--- config.mk ---
export PLATFORM = sky130hd
export DESIGN_NAME = psd_queue
export DESIGN_NICKNAME = d
export VERILOG_FILES = /design/src/hw/rtl/psd_pkg.sv /design/src/hw/rtl/psd_queue.sv
export SDC_FILE = /design/constraint.sdc
export NUM_CORES = 1
export LEC_CHECK = 0
export BUFFER_PORTS_ARGS = -buffer_cell sky130_fd_sc_hd__buf_2
export CAP_MARGIN = 20
export CELL_PAD_IN_SITES_DETAIL_PLACEMENT = 1
export CELL_PAD_IN_SITES_GLOBAL_PLACEMENT = 1
export CORE_ASPECT_RATIO = 2
export CORE_MARGIN = 2
export CORE_UTILIZATION = 51
export CTS_CLUSTER_SIZE = 12
export DETAILED_ROUTE_END_ITERATION = 10
export PLACE_DENSITY_LB_ADDON = 0.05
export SETUP_SLACK_MARGIN = 0.02
export SLEW_MARGIN = 5
export SYNTH_ARGS = -nofsm -noshare
export SYNTH_HDL_FRONTEND = slang
export SYNTH_SLANG_ARGS = --single-unit
--- constraint.sdc ---
create_clock -name clk -period 2.05 [get_ports clk]
set_clock_uncertainty 0.15 [all_clocks]
set_input_delay 0.41 -clock clk [delete_from_list [all_inputs] [get_ports clk]]
set_output_delay 0.41 -clock clk [all_outputs]
set_load 0.02 [all_outputs]
--- src/hw/rtl/psd_pkg.sv ---
// Shared constants and types for the point-to-segment distance block.
package psd_pkg;

  localparam int DIST_BITS   = 25;
  localparam int QUEUE_DEPTH = 8;
  localparam int QPTR_BITS   = 3;
  localparam int STEP_BITS   = 5;

  typedef enum logic [1:0] {
    CASE_DEGEN  = 2'd0,
    CASE_NEAR_A = 2'd1,
    CASE_NEAR_B = 2'd2,
    CASE_PERP   = 2'd3
  } case_t;

  typedef enum logic {
    ST_IDLE,
    ST_RUN
  } root_state_t;

endpackage

--- src/hw/rtl/psd_queue.sv ---
// Short request queue between the front pipeline and the root unit.
module psd_queue #(
  parameter int WIDTH = 8
) (
  input  logic             clk,
  input  logic             rst,
  input  logic             push,
  input  logic [WIDTH-1:0] push_data,
  input  logic             pop,
  output logic [WIDTH-1:0] pop_data,
  output logic             empty
);

  logic [WIDTH-1:0]                 slots [psd_pkg::QUEUE_DEPTH];
  logic [psd_pkg::QPTR_BITS-1:0]    head, tail;
  logic [psd_pkg::QPTR_BITS:0]      fill;

  assign empty    = (fill == '0);
  assign pop_data = slots[head];

  always_ff @(posedge clk) begin
    if (push) begin
      slots[tail] <= push_data;
    end
  end

  always_ff @(posedge clk) begin
    if (rst) begin
      head <= '0;
      tail <= '0;
      fill <= '0;
    end else begin
      if (push) begin
        tail <= tail + 1'b1;
      end
      if (pop) begin
        head <= head + 1'b1;
      end
      fill <= fill + (psd_pkg::QPTR_BITS+1)'(push) - (psd_pkg::QPTR_BITS+1)'(pop);
    end
  end

endmodule

==> impl_metrics.env <==
export IMPL_clock_sinks=77
export IMPL_synth_main_ff_cell="edfxtp_1"
export IMPL_ys_types=25
export IMPL_viasPerCell=5.68
export IMPL_holdPathStages=1
export IMPL_hold_viol=0
export IMPL_rr_worst_depth=8
export IMPL_crit_chain="buf_12 -> mux4_2 -> mux2_2 -> buf_6"
export IMPL_antenna_left=0
export IMPL_coreArea_um2=5910
export IMPL_cts_buffers=9
export IMPL_reg2reg_slack_ns=0.36
export IMPL_die_height_um=114
export IMPL_power_density_nw_per_um2=1010
export IMPL_peakVddDrop_mv=0.740
export IMPL_firstDrtPassIters=7
export IMPL_ys_warn_count=0
export IMPL_arrival_ns=1.80
export IMPL_path_max_fanout=8
export IMPL_rr_endpoint="fill[2]"
export IMPL_rsz0062_at_grt="true"
export IMPL_place_ws_ns=-0.0443
export IMPL_num_antenna_cells=0
export IMPL_p_leak_nw=1.28
export IMPL_violations="DRC, setup timing"
export IMPL_setup_slack_ns=-0.315
export IMPL_die_area_um2=6710
export IMPL_grt_pass1_wl_mm=8.87
export IMPL_drv_slew=0
export IMPL_async_reset_ff_share_pct=0
export IMPL_finalPower_w=0.00364
export IMPL_synth_edf_count=64
export IMPL_r2r_start="fill[0]"
export IMPL_hold_path_startpoint="push_data[5]"
export IMPL_period_needed_ns=2.36
export IMPL_cts_root_buffer="clkbuf_16"
export IMPL_grt_overflow=0
export IMPL_hpwlAfterDp_mm=3.42
export IMPL_required_ns=1.49
export IMPL_stdcell_count=266
export IMPL_seq_area_frac_synth_pct=70.9
export IMPL_synth_seq_cells=77
export IMPL_cts_htree_levels=3
export IMPL_synth_cells=161
export IMPL_start_util_pct=52.1
export IMPL_hold_path_end="slots[4][5]"
export IMPL_drc=1
export IMPL_min_period_over_period_pct=115
export IMPL_synth_nets=181
export IMPL_ios=21
export IMPL_hold_path_class="primary input to flop"
export IMPL_final_core_util_pct=61.2
export IMPL_gp_congestion=0.754
export IMPL_num_rows=40
export IMPL_end_kind="output port"
export IMPL_clkTransAtPathRegs_ns=0.05
export IMPL_ctsLongestPathBuffers=2
export IMPL_drive_gt1_share_pct=34.5
export IMPL_relSlewSlack_pct=85.2
export IMPL_track_usage_pct=19.4
export IMPL_setup_viol=8
export IMPL_crit_path_max_incr_delay_ns=0.51
export IMPL_critPathLaunchType="flop"
export IMPL_maxCapViolations=0
export IMPL_antenna_found_initial=0
export IMPL_numPortBuffers=20
export IMPL_drt_wl_total_mm=5.54
export IMPL_routedWlPerCell_um=20.8
export IMPL_timing_fmax_ghz=0.423
export IMPL_insertion_delay_ns=0.33
export IMPL_vias=1510
export IMPL_post_place_cells=250
export IMPL_synthToLayoutAreaGrowth_pct=17.4
export IMPL_fin_nets=219
export IMPL_cts_tree="done"
export IMPL_synth_area_per_cell_um2=19.1
export IMPL_worstMarginPinSlew_ns=0.222
export IMPL_die_w_um=58.9
export IMPL_drt_initial_drc_count=32
export IMPL_cts_setup_buffers=0
export IMPL_worstSetupPathType="flop to output port"
export IMPL_syn_area_um2=3080
export IMPL_grt_max_degree=17
export IMPL_worst_path_max_delay_cell="mux4_2"
export IMPL_status="finished with violations"
export IMPL_cts_hold_buf=0
export IMPL_grt_pass1_vias=1632
[layout by cell type, fill, tap and decap left out, drive strengths merged]
master  count
edfxtp     64
buf        33
mux4       16
nor2       15
dfxtp      13
clkbuf     12
mux2        8
inv         7
ha          7
nand2b      5
nand2       4
a21oi       3
xor2        3
clkinv      3
nor3        2
mux2i       2
and3        1
nor2b       1
xnor2       1
nand3       1
a31o        1
fa          1
[kinds of logic after synthesis]
group / count (synthesis) / share of synthesized area (%)
AND/OR/NAND/NOR: 29 / 4.23
XOR/XNOR: 4 / 1.14
buffers and inverters: 13 / 2.40
multiplexers: 26 / 17.1
flip-flops: 77 / 70.9
AO/OA/AOI/OAI: 4 / 0.772
adder cells (fa/ha/maj): 8 / 3.49
[through the flow]
stage	TNS [ns]	hold WS [ns]	instance area, um^2
final	-2.36	0.194	3620
after global routing	-2.75	0.200	3620
after CTS	-2.57	0.188	3610
after detailed placement	-0.236	0.363	3330
after global placement	-0.0858	0.341	3330
after floorplan	0	0.325	3080
[how the worst max path moves through the flow]
stage / to / startpoint / slack, ns
floorplan: pop_data[1] / flop / 0.08
global placement: pop_data[5] / flop / -0.02
detailed placement: pop_data[7] / flop / -0.04
CTS: pop_data[4] / flop / -0.34
global route: pop_data[4] / flop / -0.36
finish: pop_data[4] / flop / -0.31
[area by class of cell]
class                      instances  area (um^2)
tap                               63         78.8
clock buffer                      12          236
sequential                        77         2190
multi-input combinational         71          782
timing repair buffer              33          293
fill                             525         2290
clock inverter                     3         13.8
inverter                           7         26.3
[metal layers]
layer  vias to the layer above  part of all wire, %  GRT usage [%]
met2                        22                   55           31.0
met4                         0                  1.9           8.64
met1                       785                   40           23.6
met5                         -                    0              0
li1                        694                    -              -
met3                         9                  2.9           6.46
[power by group]
group          internal, W  switching, W
logic             0.000259      0.000255
clock network     0.000803      0.000528
registers          0.00176     0.0000304
[registers in the layout, summed over array words and instances (netlist names), named ones only]
name   flops
slots     64
fill       4
head       3
tail       3
[worst max-delay path, delay by kind of cell, from the launching register on]
family   cells  cell delay [ns]
mux          2             0.80
flops        1             0.39
buf+inv      2             0.29
[synthesized netlist by cell type, types with 2 or more instances]
cell type	number	area (um^2)
dfxtp_1	13	260
a21oi_1	3	15.0
nand2_1	4	15.0
ha_1	7	87.6
nor3_1	2	10.0
mux4_1	15	394
nor2_1	15	56.3
nand2b_1	5	31.3
clkbuf_1	2	7.51
inv_1	7	26.3
edfxtp_1	64	1920
mux2i_1	2	20.0
mux2_2	8	90.1
xor2_1	3	26.3
[timing repair]
item	in CTS	in global routing
gates cloned	1	0
endpoints found under the hold margin	0	0
resized for setup	36	2
setup endpoints to repair	8	8
No activity file was read; power rests on OpenSTA's default activity.
