==> src/hw/rtl/psd_pkg.sv <==
// Shared constants and types for the point-to-segment distance block.
package psd_pkg;

  localparam int DIST_BITS   = 25;
  localparam int QUEUE_DEPTH = 8;
  localparam int QPTR_BITS   = 3;
  localparam int STEP_BITS   = 5;

  typedef enum logic [1:0] {
    CASE_DEGEN  = 2'd0,
    CASE_NEAR_A = 2'd1,
    CASE_NEAR_B = 2'd2,
    CASE_PERP   = 2'd3
  } case_t;

  typedef enum logic {
    ST_IDLE,
    ST_RUN
  } root_state_t;

endpackage

==> src/hw/rtl/psd_root.sv <==
// Bit-serial scaled root: largest d with d*d*den <= num * 2^(2*FRAC_BITS).
module psd_root #(
  parameter int FRAC_BITS = 8,
  parameter int SQ_BITS   = 33
) (
  input  logic                              clk,
  input  logic                              rst,
  input  logic                              in_valid,
  input  logic [2*SQ_BITS-1:0]              in_num,
  input  logic [SQ_BITS-1:0]                in_den,
  input  psd_pkg::case_t                    in_code,
  output logic                              in_pop,
  output logic                              done,
  output logic [psd_pkg::DIST_BITS-1:0]     distance,
  output logic [1:0]                        nearest_case
);

  localparam int DB = psd_pkg::DIST_BITS;
  localparam int RB = 2 * SQ_BITS + 2 * FRAC_BITS;
  localparam int QB = 2 * DB + SQ_BITS;
  localparam int W  = ((RB > QB) ? RB : QB) + 2;

  psd_pkg::root_state_t            state, state_next;
  logic [W-1:0]                    rem, q, e, trial, q_upd;
  logic [DB-1:0]                   d, d_new;
  logic [psd_pkg::STEP_BITS-1:0]   step;
  psd_pkg::case_t                  code;
  logic                            fits, last;

  // rem holds num - d*d*den; q is d*den shifted to the current bit; e is den at bit squared.
  always_comb begin
    trial = q + e;
    fits  = (trial <= rem);
    d_new = d | (fits ? (DB'(1) << step) : '0);
    q_upd = fits ? (q + (e << 1)) : q;
    last  = (step == '0);
  end

  always_comb begin
    state_next = state;
    unique case (state)
      psd_pkg::ST_IDLE: if (in_valid) state_next = psd_pkg::ST_RUN;
      psd_pkg::ST_RUN:  if (last) state_next = psd_pkg::ST_IDLE;
      default:          state_next = psd_pkg::ST_IDLE;
    endcase
  end

  always_comb begin
    unique case (state)
      psd_pkg::ST_IDLE: in_pop = in_valid;
      default:          in_pop = 1'b0;
    endcase
  end

  always_ff @(posedge clk) begin
    if (rst) begin
      state <= psd_pkg::ST_IDLE;
      done  <= 1'b0;
    end else begin
      state <= state_next;
      done  <= (state == psd_pkg::ST_RUN) && last;
    end
  end

  always_ff @(posedge clk) begin
    if (in_pop) begin
      rem  <= W'(in_num) << (2 * FRAC_BITS);
      q    <= '0;
      e    <= W'(in_den) << (2 * (DB - 1));
      d    <= '0;
      step <= psd_pkg::STEP_BITS'(DB - 1);
      code <= in_code;
    end else if (state == psd_pkg::ST_RUN) begin
      if (fits) begin
        rem <= rem - trial;
      end
      d    <= d_new;
      q    <= q_upd >> 1;
      e    <= e >> 2;
      step <= step - 1'b1;
      if (last) begin
        distance     <= d_new;
        nearest_case <= code;
      end
    end
  end

endmodule

==> config.mk <==
export PLATFORM = sky130hd
export DESIGN_NAME = psd_root
export DESIGN_NICKNAME = d
export VERILOG_FILES = /design/src/hw/rtl/psd_pkg.sv /design/src/hw/rtl/psd_root.sv
export SDC_FILE = /design/constraint.sdc
export NUM_CORES = 1
export LEC_CHECK = 0
export BUFFER_PORTS_ARGS = -buffer_cell sky130_fd_sc_hd__buf_2
export CORE_MARGIN = 8
export CORE_UTILIZATION = 45
export DETAILED_ROUTE_END_ITERATION = 6
export PLACE_DENSITY = 0.71
export SETUP_SLACK_MARGIN = 0.05
export SYNTH_ARGS = -nofsm -noshare
export SYNTH_HDL_FRONTEND = slang
export SYNTH_SLANG_ARGS = --single-unit
==> constraint.sdc <==
create_clock -name clk -period 15.25 [get_ports clk]
set_input_delay 2.2875 -clock clk [delete_from_list [all_inputs] [get_ports clk]]
set_output_delay 2.2875 -clock clk [all_outputs]
set_load 0.01 [all_outputs]
==> run_summary.xml <==
<?xml version="1.0" encoding="UTF-8"?>
<metrics>
  <group name="run_status">
    <metric name="status" unit="">completed</metric>
  </group>
  <group name="route">
    <metric name="routed_wire_length_per_instance" unit="µm">20.13</metric>
    <metric name="vias" unit="">25820</metric>
    <metric name="via_per_inst" unit="">6.182</metric>
    <metric name="ant_nets" unit="">0</metric>
    <metric name="drt-pass1-iter-count" unit="">6</metric>
    <metric name="first_iter_violations" unit="">2436</metric>
    <metric name="route.detailed.drc" unit="">0</metric>
    <metric name="routed_wl" unit="µm">84060</metric>
  </group>
  <group name="synth">
    <metric name="ys_seq_area_share" unit="%">27.96</metric>
    <metric name="netlist_instances" unit="">3390</metric>
    <metric name="synth_nets" unit="">3749</metric>
    <metric name="yosys_register_bits" unit="">311</metric>
    <metric name="number_of_enable_type_register_cells_in_the_synthesized_netlist" unit="">128</metric>
    <metric name="ys_dominant_reg_cell" unit="">sky130_fd_sc_hd__dfxtp_1</metric>
    <metric name="syn_avg_cell_area" unit="µm²">7.921</metric>
    <metric name="synth_area" unit="mm²">0.02685</metric>
    <metric name="yosys_warnings" unit="">0</metric>
    <metric name="synth_cell_types" unit="">80</metric>
    <metric name="post_synthesis_async_set_or_reset_flop_share" unit="%">0</metric>
  </group>
  <group name="global_route">
    <metric name="grt_pass1_wl" unit="µm">131700</metric>
    <metric name="antenna_violations_before_repair" unit="">5</metric>
    <metric name="grt_max_degree" unit="">98</metric>
    <metric name="globalRoute.totalOverflow" unit="">0</metric>
    <metric name="number_of_global_route_vias_before_repair" unit="">23710</metric>
    <metric name="track_usage" unit="%">23.68</metric>
  </group>
  <group name="power">
    <metric name="vdd.ir_drop.worst" unit="µV">150.2</metric>
    <metric name="cellPowerDensity" unit="mW/mm²">189.5</metric>
    <metric name="leakage" unit="nW">12.17</metric>
    <metric name="post-layout-total-power" unit="W">0.005504</metric>
  </group>
  <group name="sta">
    <metric name="worst-slew-pin-transition" unit="ns">1.076</metric>
    <metric name="setup_viol" unit="">0</metric>
    <metric name="final.min_clock_period" unit="ns">8.716</metric>
    <metric name="final.hold.worst_slack" unit="ns">0.4298</metric>
    <metric name="maxSlewHeadroom" unit="%">28.23</metric>
    <metric name="final.setup_skew" unit="ns">0.01504</metric>
    <metric name="fmaxAchievable" unit="MHz">114.7</metric>
    <metric name="finalHoldViolCount" unit="">0</metric>
    <metric name="final.period_utilization" unit="%">57.16</metric>
    <metric name="grt_setup_unrepaired" unit="">false</metric>
    <metric name="fin_tns_setup" unit="ns">0</metric>
    <metric name="timing.final.max_slew_violations" unit="">0</metric>
  </group>
  <group name="cts">
    <metric name="cts-resized-gates" unit="">0</metric>
    <metric name="cts-root-to-sink-buffers" unit="">3</metric>
    <metric name="clkSlewWorstSetupHoldPaths" unit="ns">0.06</metric>
    <metric name="clockRootBuffer" unit="">sky130_fd_sc_hd__clkbuf_16</metric>
    <metric name="cts_inserted_buffers" unit="">37</metric>
    <metric name="tritoncts_clock_tree" unit="">done</metric>
    <metric name="clkSinkCount" unit="">311</metric>
    <metric name="cts-htree-levels" unit="">2</metric>
    <metric name="cts-hold-fix-buffers" unit="">0</metric>
    <metric name="cts_setup_buffers" unit="">0</metric>
    <metric name="clkLatencyLatePin" unit="ns">0.57</metric>
  </group>
  <group name="layout">
    <metric name="fill_cells" unit="">5756</metric>
    <metric name="layout.cells.most_common" unit="">sky130_fd_sc_hd__nand2_1</metric>
    <metric name="layout-area-overhead-vs-synth" unit="%">8.173</metric>
    <metric name="post_route_cells_drive_above_1_share" unit="%">7.176</metric>
    <metric name="layout_common_cells" unit="">sky130_fd_sc_hd__nand2_1 (460), sky130_fd_sc_hd__o21ai_0 (338), sky130_fd_sc_hd__a21oi_1 (308)</metric>
    <metric name="finalNetCount" unit="">3730</metric>
  </group>
  <group name="floorplanning">
    <metric name="top_level_ports" unit="">133</metric>
    <metric name="floorplan.initialDensity" unit="%">45.50</metric>
    <metric name="std_cell_rows" unit="">89</metric>
    <metric name="dieWidth" unit="µm">260.3</metric>
    <metric name="design.die.area" unit="mm²">0.06775</metric>
    <metric name="dieHeight" unit="µm">260.3</metric>
    <metric name="design.core.area" unit="mm²">0.05902</metric>
  </group>
  <group name="setup_path">
    <metric name="worstPathRequired" unit="ns">15.45</metric>
    <metric name="worstSetupStartpointType" unit="">flip-flop</metric>
    <metric name="critPathKind" unit="">flip-flop to flip-flop</metric>
    <metric name="worstPathArrival" unit="ns">8.92</metric>
    <metric name="timing.critical_path.fanout_max" unit="">80</metric>
    <metric name="timing.critical_path.to_type" unit="">flip-flop</metric>
  </group>
  <group name="placed_design">
    <metric name="buffer_ports.inserted" unit="">132</metric>
    <metric name="gp_congestion" unit="">0.9426</metric>
    <metric name="dp.final_hpwl" unit="µm">64610</metric>
  </group>
  <group name="worst_hold_path">
    <metric name="hold_class" unit="">flip-flop to flip-flop</metric>
  </group>
  <group name="job">
    <metric name="max_cap_violations" unit="">0</metric>
  </group>
</metrics>
==> kinds of logic after synthesis <==
| group | after synthesis | share of synthesized area [%] |
|---|---|---|
| flops | 311 | 27.96 |
| xor+xnor | 234 | 7.632 |
| fa+ha+maj | 255 | 11.97 |
| simple gates | 1015 | 17.37 |
| mux | 5 | 0.1864 |
| compound gates | 1288 | 30.88 |
| buf+inv | 282 | 4.012 |
==> cell type report <==
type,count,area (µm²),share of cell area [%]
clock inverters,23,183.9,0.6332
inverters,78,296.5,1.021
repair buffers,146,765.7,2.636
clock buffers,45,1018,3.506
well taps,773,967.2,3.330
multi-input cells,2797,18300,62.99
diodes,3,7.507,0.02584
flip-flops and latches,311,7511,25.86
==> critical path, stage by stage (launching register included) <==
cell and delay (ns):
sky130_fd_sc_hd__dfxtp_1 0.36, sky130_fd_sc_hd__ha_1 0.21, sky130_fd_sc_hd__inv_1 0.07, sky130_fd_sc_hd__fa_1 0.41, sky130_fd_sc_hd__nor2b_1 0.17, sky130_fd_sc_hd__o2111ai_1 0.18, sky130_fd_sc_hd__a31o_2 0.31, sky130_fd_sc_hd__a211oi_1 0.20
sky130_fd_sc_hd__nor2_1 0.12, sky130_fd_sc_hd__o31a_1 0.34, sky130_fd_sc_hd__o31a_1 0.40, sky130_fd_sc_hd__o41ai_2 0.56, sky130_fd_sc_hd__a31oi_1 0.33, sky130_fd_sc_hd__xor2_1 0.24, sky130_fd_sc_hd__ha_1 0.40, sky130_fd_sc_hd__a21oi_1 0.23
sky130_fd_sc_hd__o21ai_0 0.15, sky130_fd_sc_hd__a21o_1 0.20, sky130_fd_sc_hd__a41oi_1 0.23, sky130_fd_sc_hd__o21ai_0 0.11, sky130_fd_sc_hd__a21o_1 0.22, sky130_fd_sc_hd__o31ai_4 0.22, sky130_fd_sc_hd__buf_4 0.53, sky130_fd_sc_hd__clkinv_2 0.49
sky130_fd_sc_hd__nand2_4 0.38, sky130_fd_sc_hd__buf_4 0.68, sky130_fd_sc_hd__nand2_2 0.08, sky130_fd_sc_hd__buf_4 0.40
==> Yosys cell counts (all sizes together), types with 18 or more instances <==
master	instances	area share, %
nand2	462	6.5
o21ai	342	6.4
a21oi	308	5.7
ha	252	12
a21o	196	5.5
clkbuf	189	2.6
nor2	187	2.6
dfxtp	183	14
xnor2	137	4.5
edfxtp	128	14
xor2	97	3.2
nand4	90	2.1
a22o	82	2.7
inv	76	1.1
nand3	58	1.1
nor3	56	1.0
o21bai	49	1.4
a31oi	43	1.0
o21a	32	0.89
and3	30	0.70
a211oi	27	0.75
o31ai	25	0.72
nor2b	24	0.56
nand2b	23	0.54
o211ai	23	0.64
a21boi	21	0.59
a32o	21	0.78
a22oi	20	0.56
and2	18	0.42
==> metrics by stage <==
| stage | cell area, µm² | std cells | setup WS, ns | utilization [%] |
|---|---|---|---|---|
| 2_1_floorplan | 26850 | 3390 | 7.566 | - |
| 3_3_place_gp | 27840 | 4105 | 6.681 | 47.17 |
| 3_5_place_dp | 27840 | 4105 | 6.598 | 47.17 |
| 4_1_cts | 29040 | 4173 | 6.581 | 49.21 |
| 5_1_grt | 29050 | 4176 | 5.977 | 49.22 |
| 6_report | 29050 | 4176 | 6.534 | 49.22 |
==> routing by layer <==
metal  track usage [%]  vias to the layer above  wire length, µm
li1                  -                    12560                -
met1             35.58                    12170            40140
met2             35.35                      957            35920
met3             2.965                      133             5971
met4             6.133                        4             2006
met5                 0                        -               23
==> state kept, by name, indices dropped and copies added (netlist names) <==
signal        cells
state             1
step              5
nearest_case      2
d                25
q                84
code              2
rem              85
e                81
distance         25
done              1
==> path summary, 6_finish.rpt <==
check | start | to | slack (ns) | cells after the start
min | code[1] | nearest_case[1] | 0.43 | 0
max reg2reg | e[0] | rem[17] | 6.53 | 27
max | e[0] | rem[17] | 6.53 | 27
min reg2reg | code[1] | nearest_case[1] | 0.43 | 0
==> power by group <==
part	leakage [nW]	internal [W]	switching, W	total [W]
registers	2.74	0.00108	0.000149	0.00122
clock network	0.599	0.000500	0.000393	0.000894
logic	8.83	0.00127	0.00212	0.00339
(Power assumes the default switching activity.)
